**src/hw/rtl/spq_pkg.sv**
```systemverilog
// package for the sorted priority queue: depth, request/response payloads,
// slot and cell control types; no dependencies
package spq_pkg;

	localparam int DEPTH = 16;
	localparam int CNT_W = $clog2(DEPTH + 1);

	typedef enum logic [1:0] {
		FUNC_SORTED = 2'd0,
		FUNC_FRONT  = 2'd1,
		FUNC_BACK   = 2'd2,
		FUNC_POP    = 2'd3
	} func_t;

	typedef struct packed {
		func_t       func;
		logic [7:0]  entry_priority;
		logic [15:0] entry_tag;
		logic [11:0] entry_year;
	} req_t;

	typedef struct packed {
		logic        head_valid;
		logic [7:0]  head_priority;
		logic [15:0] head_tag;
		logic [11:0] head_year;
		logic [4:0]  occupancy;
		logic        full_drop;
		logic        empty_pop;
	} rsp_t;

	typedef struct packed {
		logic [7:0]  pri;
		logic [15:0] tag;
		logic [11:0] year;
	} slot_t;

	// broadcast to every cell in the chain
	typedef struct packed {
		logic  ins;
		logic  pop;
		logic  sorted;
		slot_t entry;
	} cell_ctl_t;

endpackage

```
**src/hw/rtl/spq_cell.sv**
```systemverilog
// one slot of the queue chain: holds an entry and shifts toward head or tail
// depends on spq_pkg
module spq_cell import spq_pkg::*; (
	input  logic      clk,
	input  cell_ctl_t ctl,
	input  logic      occupied,
	input  logic      mark_in,
	input  slot_t     left_slot,
	input  slot_t     right_slot,
	output logic      mark_out,
	output slot_t     slot_q
);

	// insert point is at or before this cell
	assign mark_out = mark_in | ~occupied | (ctl.sorted & (slot_q.pri > ctl.entry.pri));

	always_ff @(posedge clk) begin
		if (ctl.ins) begin
			if (mark_in) begin
				slot_q <= left_slot;
			end else if (mark_out) begin
				slot_q <= ctl.entry;
			end
		end else if (ctl.pop) begin
			slot_q <= right_slot;
		end
	end

endmodule

```
**src/hw/rtl/sorted_priority_queue.sv**
```systemverilog
// top level of the stable sorted priority queue: a chain of spq_cell slots
// plus count, control and response registers; depends on spq_pkg, spq_cell
//
// usage: one request is taken per clock while start is high (busy is always
// low, since every cell compares and shifts in the same cycle, so the rate is
// one request per cycle), and each request gives exactly one response, shown
// on rsp for one cycle with done high, after the done_s1 and done_s2 registers;
// the receiver cannot stall responses. a sorted insert goes in front of the
// first entry with greater priority, push front/back ignore priority, pop
// removes the head. rsp shows the head after the request (zeros when empty),
// the occupancy and the full_drop / empty_pop error flags. no clearing pass is
// needed after reset.
module sorted_priority_queue import spq_pkg::*; (
	input  logic clk,
	input  logic arst_n,
	input  logic start,
	output logic busy,
	input  req_t req,
	output logic done,
	output rsp_t rsp
);

	logic [CNT_W-1:0] count_q;
	logic             full;
	logic             empty;
	logic             accept;
	logic             is_pop;
	cell_ctl_t        ctl;
	slot_t            cell_slot [DEPTH];
	logic [DEPTH:0]   mark;

	logic             done_s1;
	logic             full_drop_s1;
	logic             empty_pop_s1;
	logic             done_s2;
	rsp_t             rsp_s2;

	// the chain never needs to hold off a request
	assign busy   = 1'b0;
	assign accept = start & ~busy;
	assign full   = (count_q == CNT_W'(DEPTH));
	assign empty  = (count_q == '0);
	assign is_pop = (req.func == FUNC_POP);

	// control broadcast to all cells
	always_comb begin
		ctl.ins        = accept & ~is_pop & ~full;
		ctl.pop        = accept & is_pop & ~empty;
		ctl.sorted     = (req.func == FUNC_SORTED);
		ctl.entry.pri  = req.entry_priority;
		ctl.entry.tag  = req.entry_tag;
		ctl.entry.year = req.entry_year;
	end

	// push front places the insert point ahead of the first cell
	assign mark[0] = (req.func == FUNC_FRONT);

	for (genvar i = 0; i < DEPTH; i++) begin : g_cell
		slot_t left_slot;
		slot_t right_slot;

		// cell 0 takes the new entry from the left on push front
		if (i == 0) begin : g_first
			assign left_slot = ctl.entry;
		end else begin : g_mid
			assign left_slot = cell_slot[i-1];
		end

		// last cell has nothing on its right, it just goes unoccupied on pop
		if (i == DEPTH - 1) begin : g_last
			assign right_slot = cell_slot[i];
		end else begin : g_inner
			assign right_slot = cell_slot[i+1];
		end

		spq_cell u_cell (
			.clk        (clk),
			.ctl        (ctl),
			.occupied   (count_q > CNT_W'(i)),
			.mark_in    (mark[i]),
			.left_slot  (left_slot),
			.right_slot (right_slot),
			.mark_out   (mark[i+1]),
			.slot_q     (cell_slot[i])
		);
	end

	// occupancy count
	always_ff @(posedge clk or negedge arst_n) begin
		if (!arst_n) begin
			count_q <= '0;
		end else if (ctl.ins) begin
			count_q <= count_q + CNT_W'(1);
		end else if (ctl.pop) begin
			count_q <= count_q - CNT_W'(1);
		end
	end

	// stage 1: error flags, while the cells take the request
	always_ff @(posedge clk or negedge arst_n) begin
		if (!arst_n) begin
			done_s1 <= 1'b0;
		end else begin
			done_s1 <= accept;
		end
	end

	always_ff @(posedge clk) begin
		full_drop_s1 <= ~is_pop & full;
		empty_pop_s1 <= is_pop & empty;
	end

	// stage 2: sample the updated head and count
	always_ff @(posedge clk or negedge arst_n) begin
		if (!arst_n) begin
			done_s2 <= 1'b0;
		end else begin
			done_s2 <= done_s1;
		end
	end

	always_ff @(posedge clk) begin
		rsp_s2.head_valid    <= ~empty;
		rsp_s2.head_priority <= empty ? 8'd0 : cell_slot[0].pri;
		rsp_s2.head_tag      <= empty ? 16'd0 : cell_slot[0].tag;
		rsp_s2.head_year     <= empty ? 12'd0 : cell_slot[0].year;
		rsp_s2.occupancy     <= 5'(count_q);
		rsp_s2.full_drop     <= full_drop_s1;
		rsp_s2.empty_pop     <= empty_pop_s1;
	end

	assign done = done_s2;
	assign rsp  = rsp_s2;

	// count stays within the chain length
	a_count_range: assert property (@(posedge clk) disable iff (!arst_n)
		count_q <= CNT_W'(DEPTH))
		else $error("queue count beyond depth");

	// an insert into a queue that is not full always finds its place in the chain
	a_insert_point: assert property (@(posedge clk) disable iff (!arst_n)
		ctl.ins |-> mark[DEPTH])
		else $error("insert found no place in the chain");

	// every accepted request raises done through the done_s1 and done_s2 registers
	a_resp_latency: assert property (@(posedge clk) disable iff (!arst_n)
		accept |=> ##1 done)
		else $error("response missing for accepted request");

	// a dropped insert happens on a full queue, so the head is valid and no empty pop is flagged
	a_drop_full: assert property (@(posedge clk) disable iff (!arst_n)
		done && rsp.full_drop |-> rsp.head_valid && !rsp.empty_pop)
		else $error("full drop reported on a queue that is not full");

	// a pop on empty leaves the queue empty
	a_pop_empty: assert property (@(posedge clk) disable iff (!arst_n)
		done && rsp.empty_pop |-> !rsp.head_valid && rsp.occupancy == 5'd0)
		else $error("empty pop reported on a non-empty queue");

endmodule

```
**config.mk**
```make
export PLATFORM = sky130hd
export DESIGN_NAME = sorted_priority_queue
export DESIGN_NICKNAME = d
export VERILOG_FILES = /design/src/hw/rtl/spq_pkg.sv /design/src/hw/rtl/spq_cell.sv /design/src/hw/rtl/sorted_priority_queue.sv
export SDC_FILE = /design/constraint.sdc
export NUM_CORES = 2
export LEC_CHECK = 0
export ABC_CLOCK_PERIOD_IN_PS = 4400
export BUFFER_PORTS_ARGS = -buffer_cell sky130_fd_sc_hd__buf_4
export CAP_MARGIN = 40
export CORE_UTILIZATION = 57
export CTS_CLUSTER_DIAMETER = 100
export DETAILED_ROUTE_END_ITERATION = 10
export HOLD_SLACK_MARGIN = 0.1
export PLACE_DENSITY = 0.77
export SLEW_MARGIN = 10
export SYNTH_ARGS = -nofsm -noshare
export SYNTH_HDL_FRONTEND = slang
export SYNTH_SLANG_ARGS = --single-unit
```
**constraint.sdc**
```tcl
create_clock -name clk -period 4.4 [get_ports clk]
set_clock_uncertainty 0.2 [all_clocks]
set_input_delay 0.66 -clock clk [delete_from_list [all_inputs] [get_ports clk]]
set_output_delay 0.66 -clock clk [all_outputs]
set_load 0.01 [all_outputs]
```
# --- After elaboration in Yosys (flattened, before gate mapping) ---
# Index checks and enable logic that the tools add are counted.
classes:
  addsub: 2
  n_mul: 0
  n_div: 0
  order_cmp: 32
  n_eq_ne: 18
  shift: 0
  n_mux: 64
  bitwise_logic: 73
  n_reduce_logical: 20
ops:
  columns: ["op", "n"]
  rows:
  - ["36-bit two-way mux", 62]
  - ["8-bit greater-than comparator", 16]
  - ["3-bit by 1-bit inequality test with 1-bit output (second input constant)", 15]
  - ["5-bit by 4-bit greater-than comparator with 1-bit output (second input constant)", 8]
  - ["1-bit OR", 32]
  - ["2-bit AND reduction", 16]
  - ["1-bit bitwise AND", 22]
  - ["5-bit by 3-bit greater-than comparator with 1-bit output (second input constant)", 4]
  - ["1-bit inverter", 19]
  - ["5-bit by 1-bit greater-than comparator with 1-bit output (second input constant)", 2]
  - ["5-bit by 2-bit greater-than comparator with 1-bit output (second input constant)", 2]
  - ["5-bit two-way mux", 2]
  - ["5-bit by 1-bit adder with 5-bit output (second input constant)", 1]
  - ["5-bit equality test (second input constant)", 1]
  - ["5-bit zero test", 1]
  - ["5-bit by 1-bit subtractor with 5-bit output (second input constant)", 1]
  - ["2-bit nonzero test", 2]
  - ["2-bit by 1-bit equality test with 1-bit output (second input constant)", 1]
  - ["2-bit equality test (second input constant)", 1]
  - ["2-bit zero test", 1]
word_totals:
  register_bits: 629
  latch_bits: 0
  mem_bits_rw: 0
  romBits: 0
  inputBits: 41
  output_inout_bits: 46
  elab_cells: 269
  mem_count: 0

# --- Depth between registers and ports, before layout ---
logic_depth:
  word_depth: 36
  mapped_depth: 15
  ltp_nobuf: 10

# --- Modules after synthesis ---
# Synthesis repeated with hierarchy kept, for this count alone.
unflattened:
  hier_cells: 3228
  area_unflattened_um2: 35303.9
by_module_without_submodules:
  columns: ["mod", "instances", "cells_each", "area_each_um2", "seq_area_each_um2"]
  rows:
  - ["spq_cell", 16, 191, 2088.3, 1081.0]
  - ["sorted_priority_queue", 1, 172, 1891.8, 1096.1]

# --- Least setup slack after synthesis ---
# OpenSTA, ideal clock, no wires.
synth_path:
  path_type: "input port to flip-flop"
  startpoint: "in req[34] (netlist bit)"
  endpoint: "reg g_cell[6].u_cell.slot_q[0] (netlist bit) (enable)"
  setup_time_ns: 0.441
  t_arrival_ns: 4.784
  required_ns: 3.759
  setup_slack_ns: -1.025
  path_stages: 12
  n_path_buf: 2
  cell_sequence: "inv_1 -> ha_1 -> o21ai_0 -> nor2_1 -> and4bb_1 -> a211oi_1 -> nor2_1 -> nand3b_1 -> buf_4 -> buf_4 -> nor2_1 -> a21oi_1"
synth_via:
  elab_chain_len: 17
  word_cells_on_any_way: 29
  cone_classes: "order compare (7); eq/ne (1); bitwise (20); reduce/logical (1)"
synth_lines:
  columns: ["element", "line", "rtl"]
  rows:
  - ["start, declared", "sorted_priority_queue.sv:18", "input req_t req,"]
  - ["8-bit greater-than comparator", "spq_cell.sv:15", "assign mark_out = mark_in | ~occupied | (ctl.sorted & (slot_q.pri > ctl.entry.pri));"]
  - ["1-bit bitwise AND", "spq_cell.sv:15", null]
  - ["1-bit OR (13 in series)", "spq_cell.sv:15", null]
  - ["3-bit by 1-bit inequality test with 1-bit output (no source line) (*)", null, null]
  - ["2-bit AND reduction (no source line) (*)", null, null]
  - ["end signal, assigned", "spq_cell.sv:20", "slot_q <= left_slot;"]
  - ["end signal, assigned", "spq_cell.sv:22", "slot_q <= ctl.entry;"]
  - ["end signal, assigned", "spq_cell.sv:25", "slot_q <= right_slot;"]
  - ["end, declared", "spq_cell.sv:11", "output slot_t slot_q"]
# Mark *: on every way between the ends. The rest lies on a longest branch, timed or not.
# A chain may end at the register's enable or synchronous reset.

# --- Worst setup path in the final report ---
layout_path:
  startpoint: "in req[30] (netlist bit)"
  endpoint: "reg g_cell[14].u_cell.slot_q[8] (netlist bit) (data pin)"
layout_via:
  elab_chain_len: 31
  word_cells_on_any_way: 57
  cone_classes: "order compare (14); mux (2); bitwise (41)"
layout_lines:
  columns: ["element", "line", "rtl"]
  rows:
  - ["8-bit greater-than comparator", "spq_cell.sv:15", null]
  - ["1-bit bitwise AND", "spq_cell.sv:15", null]
  - ["1-bit OR (26 in series)", "spq_cell.sv:15", null]
  - ["1-bit OR (*)", "spq_cell.sv:15", null]
  - ["36-bit two-way mux (*)", "spq_cell.sv:19", "if (mark_in) begin"]
  - ["36-bit two-way mux (*)", "spq_cell.sv:18", "if (ctl.ins) begin"]
  - ["end signal, assigned", "spq_cell.sv:20", null]
  - ["end signal, assigned", "spq_cell.sv:22", null]
  - ["end signal, assigned", "spq_cell.sv:25", null]
  - ["end, declared", "spq_cell.sv:11", null]
# Marked as above.

==> flow_summary_export.csv <==
group,metric,value,unit
run_status,outcome,"finished clean",
route,ant_nets,0,
logic_synthesis,yosys_warnings,0,
setup_path,cp.arrival,4.23,ns
setup_path,r2r_start,"g_cell[0].u_cell.slot_q[35]",
setup_path,critical_path_buf_inv_count,5,
job,max-cap-violations,0,
logic_synthesis,synth-seq-area-share,54.82,%
timing,holdWs,0.1315,ns
floorplanning,num_io_pins,87,
global_route,grtUsageTotal,29.62,%
floorplanning,rows,88,
cts,cts_root_buf,"clkbuf_16",
setup_path,reg2reg_depth,11,
logic_synthesis,synth_nets,3284,
cts,cts.sinks,629,
setup_path,critPathRequiredTime,4.66,ns
final_layout,syn2layout_area_growth,12.71,%
cts,cts_max_path_buffers,3,
setup_path,path_common_cell,"buf_4",
logic_synthesis,synth_edf_count,576,
setup_path,slowest_delay,0.49,ns
final_layout,utilization,65.29,%
final_layout,layout-drive-gt1-share,13.17,%
route,routedWlPerCell,22.58,µm
power,p_per_area,621.0,mW/mm²
timing,rsz0062_at_grt,"false",
timing,finalSetupViolCount,0,
global_route,antenna_found_initial,1,
timing,period_needed,3.976,ns
logic_synthesis,synth.area.top_cells,"edfxtp_1 (52%), mux2i_1 (8.1%), nand2_1 (6.0%), ha_1 (5.0%), o21ai_0 (4.7%)",
setup_path,cp_num_cells,14,
final_layout,fillers,4458,
logic_synthesis,synth_seq_cells,629,
setup_path,crit_type,"primary input to register",
route,drt-met1-wl,39170,µm
floorplanning,die_h,244.6,µm
setup_path,startpoint,"req[30]",
floorplanning,initial_utilization,57.93,%
route,avgViaCountPerCell,6.383,
placed_design,gp_congestion,0.9445,
cts,path_clk_slew,0.06,ns
timing,finalHoldViolCount,0,
worst_hold_path,min_path_type,"register to register",
floorplanning,die_area,0.05983,mm²
logic_synthesis,synth_most_common_cell,"edfxtp_1",
logic_synthesis,synth.top_cell.area_share,51.56,%
route,top_layer,"met4",
cts,cts_tree,"built",
power,irDropWorstVdd,407.6,µV
setup_path,path_delay_family,"buffers and inverters",
setup_path,r2r_slack,0.46,ns
power,p_leak,14.86,nW
timing,max_freq,0.2515,GHz
timing,min_period_over_period,90.35,%
logic_synthesis,synth_cells,3110,
setup_path,cpMaxStageDelayCell,"or3_1",
cts,cts_setup_buffers,0,
floorplanning,core,0.05792,mm²
logic_synthesis,syn_area,0.03355,mm²
timing,relSlewSlack,37.20,%
cts,clock_latency,0.62,ns
worst_hold_path,min_from,"empty_pop_s1",
timing,worst_slack,0.4244,ns
final_layout,final_nets,3298,
logic_synthesis,synth_flop_cell,"edfxtp_1",
setup_path,rr_endpoint,"g_cell[14].u_cell.slot_q[8]",
timing,worstMarginPinSlew,0.9420,ns
logic_synthesis,synth_area_per_cell,10.79,µm²
route,num_vias,25150,
cts,htree_levels,3,
placed_design,dp_slack,-0.09572,ns
final_layout,fin_cells,3940,
setup_path,crit_chain,"buf_4 > inv_1 > buf_12 > ha_1 > o21ai_0 > a21oi_1 > o311ai_2 > o21ai_0 > or3_1 > nor2_4 > buf_4 > buf_4 > a31oi_1 > a21oi_1",
route,dr.pass1.iters,6,
logic_synthesis,synth.distinct_cells,70,
timing,drv_slew,0,
placed_design,dp_hpwl,60830,µm
route,wl_met3,10440,µm
global_route,grt_first_pass_wirelength,138400,µm
placed_design,port_buffers,85,
setup_path,endpoint,"g_cell[14].u_cell.slot_q[8]",
floorplanning,die_w,244.6,µm
logic_synthesis,yosys.area.top_type,"edfxtp_1",
setup_path,worstPathMaxFanout,34,
placed_design,dp.cells,3816,
global_route,grt_pass1_vias,23697,
route,drc_errors,0,
route,wl_met2,37870,µm
cts,cts_buffers,68,
route,drtIter0Drc,3711,
logic_synthesis,synthArstFlopShare,1.113,%
global_route,gr-total-overflow,0,
logic_synthesis,synth_common_cells,"edfxtp_1 (576), nand2_1 (538), o21ai_0 (317)",
route,routed_wirelength,88950,µm
setup_path,crit_path_end_kind,"register",
global_route,grt_max_degree,257,
setup_path,cp-start-kind,"primary input",
timing,fin_tns_setup,0,ns
area by class of cell:
type                            instances  area, µm²  share of cell area, %
Antenna cell                            1      2.502               0.006618
Clock buffer                           97       1988                  5.258
Clock inverter                         23      193.9                 0.5129
Inverter                               34      127.6                 0.3375
Multi-Input combinational cell       2189      14090                  37.26
Sequential cell                       629      18390                  48.64
Tap cell                              765      957.2                  2.531
Timing Repair Buffer                  202       2062                  5.453
registers in the layout, indices dropped and copies added, names as in the netlist:
signal	count
done_s1	1
empty_pop_s1	1
done	1
full_drop_s1	1
g_cell.u_cell.slot_q	576
rsp	44
count_q	5
per-layer routing:
layer | GRT usage, % | up-vias
met5 | 0 | -
met3 | 5.378 | 102
met1 | 46.48 | 12130
met2 | 41.97 | 1394
met4 | 7.463 | 0
li1 | - | 11524
power by group:
part           switching, W  internal, W  total [W]  leakage [nW]
logic               0.00466      0.00306    0.00772          7.70
registers           0.00117      0.00894     0.0101          6.09
clock network       0.00238      0.00328    0.00566          1.07
cell usage in the layout (no fill, tap or decap), drive strengths merged, types with 21 or more instances in the layout:
cell,synthesis,layout
a21oi,179,179
a221o,36,36
a31oi,74,74
and2,36,36
and3,40,40
buf,75,199
clkbuf,183,97
dfxtp,46,46
edfxtp,576,576
ha,133,133
inv,34,38
mux2,36,36
mux2i,272,272
nand2,538,538
nand3,107,107
nand4,21,21
nor2,190,190
o211ai,94,94
o21ai,318,318
through the flow:
stage	cell area, µm²	power (W)
6_report	37810	0.02348
2_1_floorplan	33640	0.01500
4_1_cts	37810	0.02344
5_1_grt	37810	0.02465
3_3_place_gp	35520	0.01739
3_5_place_dp	35600	0.01776
how the worst min path moves through the flow:
stage	to	cells past startpoint
after floorplan	rsp[0]	0
after global placement	rsp[0]	0
after detailed placement	rsp[0]	0
after CTS	full_drop_s1	2
after global routing	rsp[0]	0
final	rsp[0]	0
repair_timing:
item                                    in CTS  in global routing
hold endpoints to repair                     9                  0
gates resized for setup                      0                  0
hold buffers                                 3                  0
endpoints found under the setup margin       0                  0
cell families after synthesis:
kind of cell	Yosys count	synth area share [%]
other	1	0.01118
XOR/XNOR	4	0.1044
flip-flops	629	54.82
AND/OR/NAND/NOR	981	13.00
AO/OA/AOI/OAI	762	14.00
buffers and inverters	292	3.774
adder cells (fa/ha/maj)	133	4.960
multiplexers	308	9.324
Power figures use the tool's default switching activity.
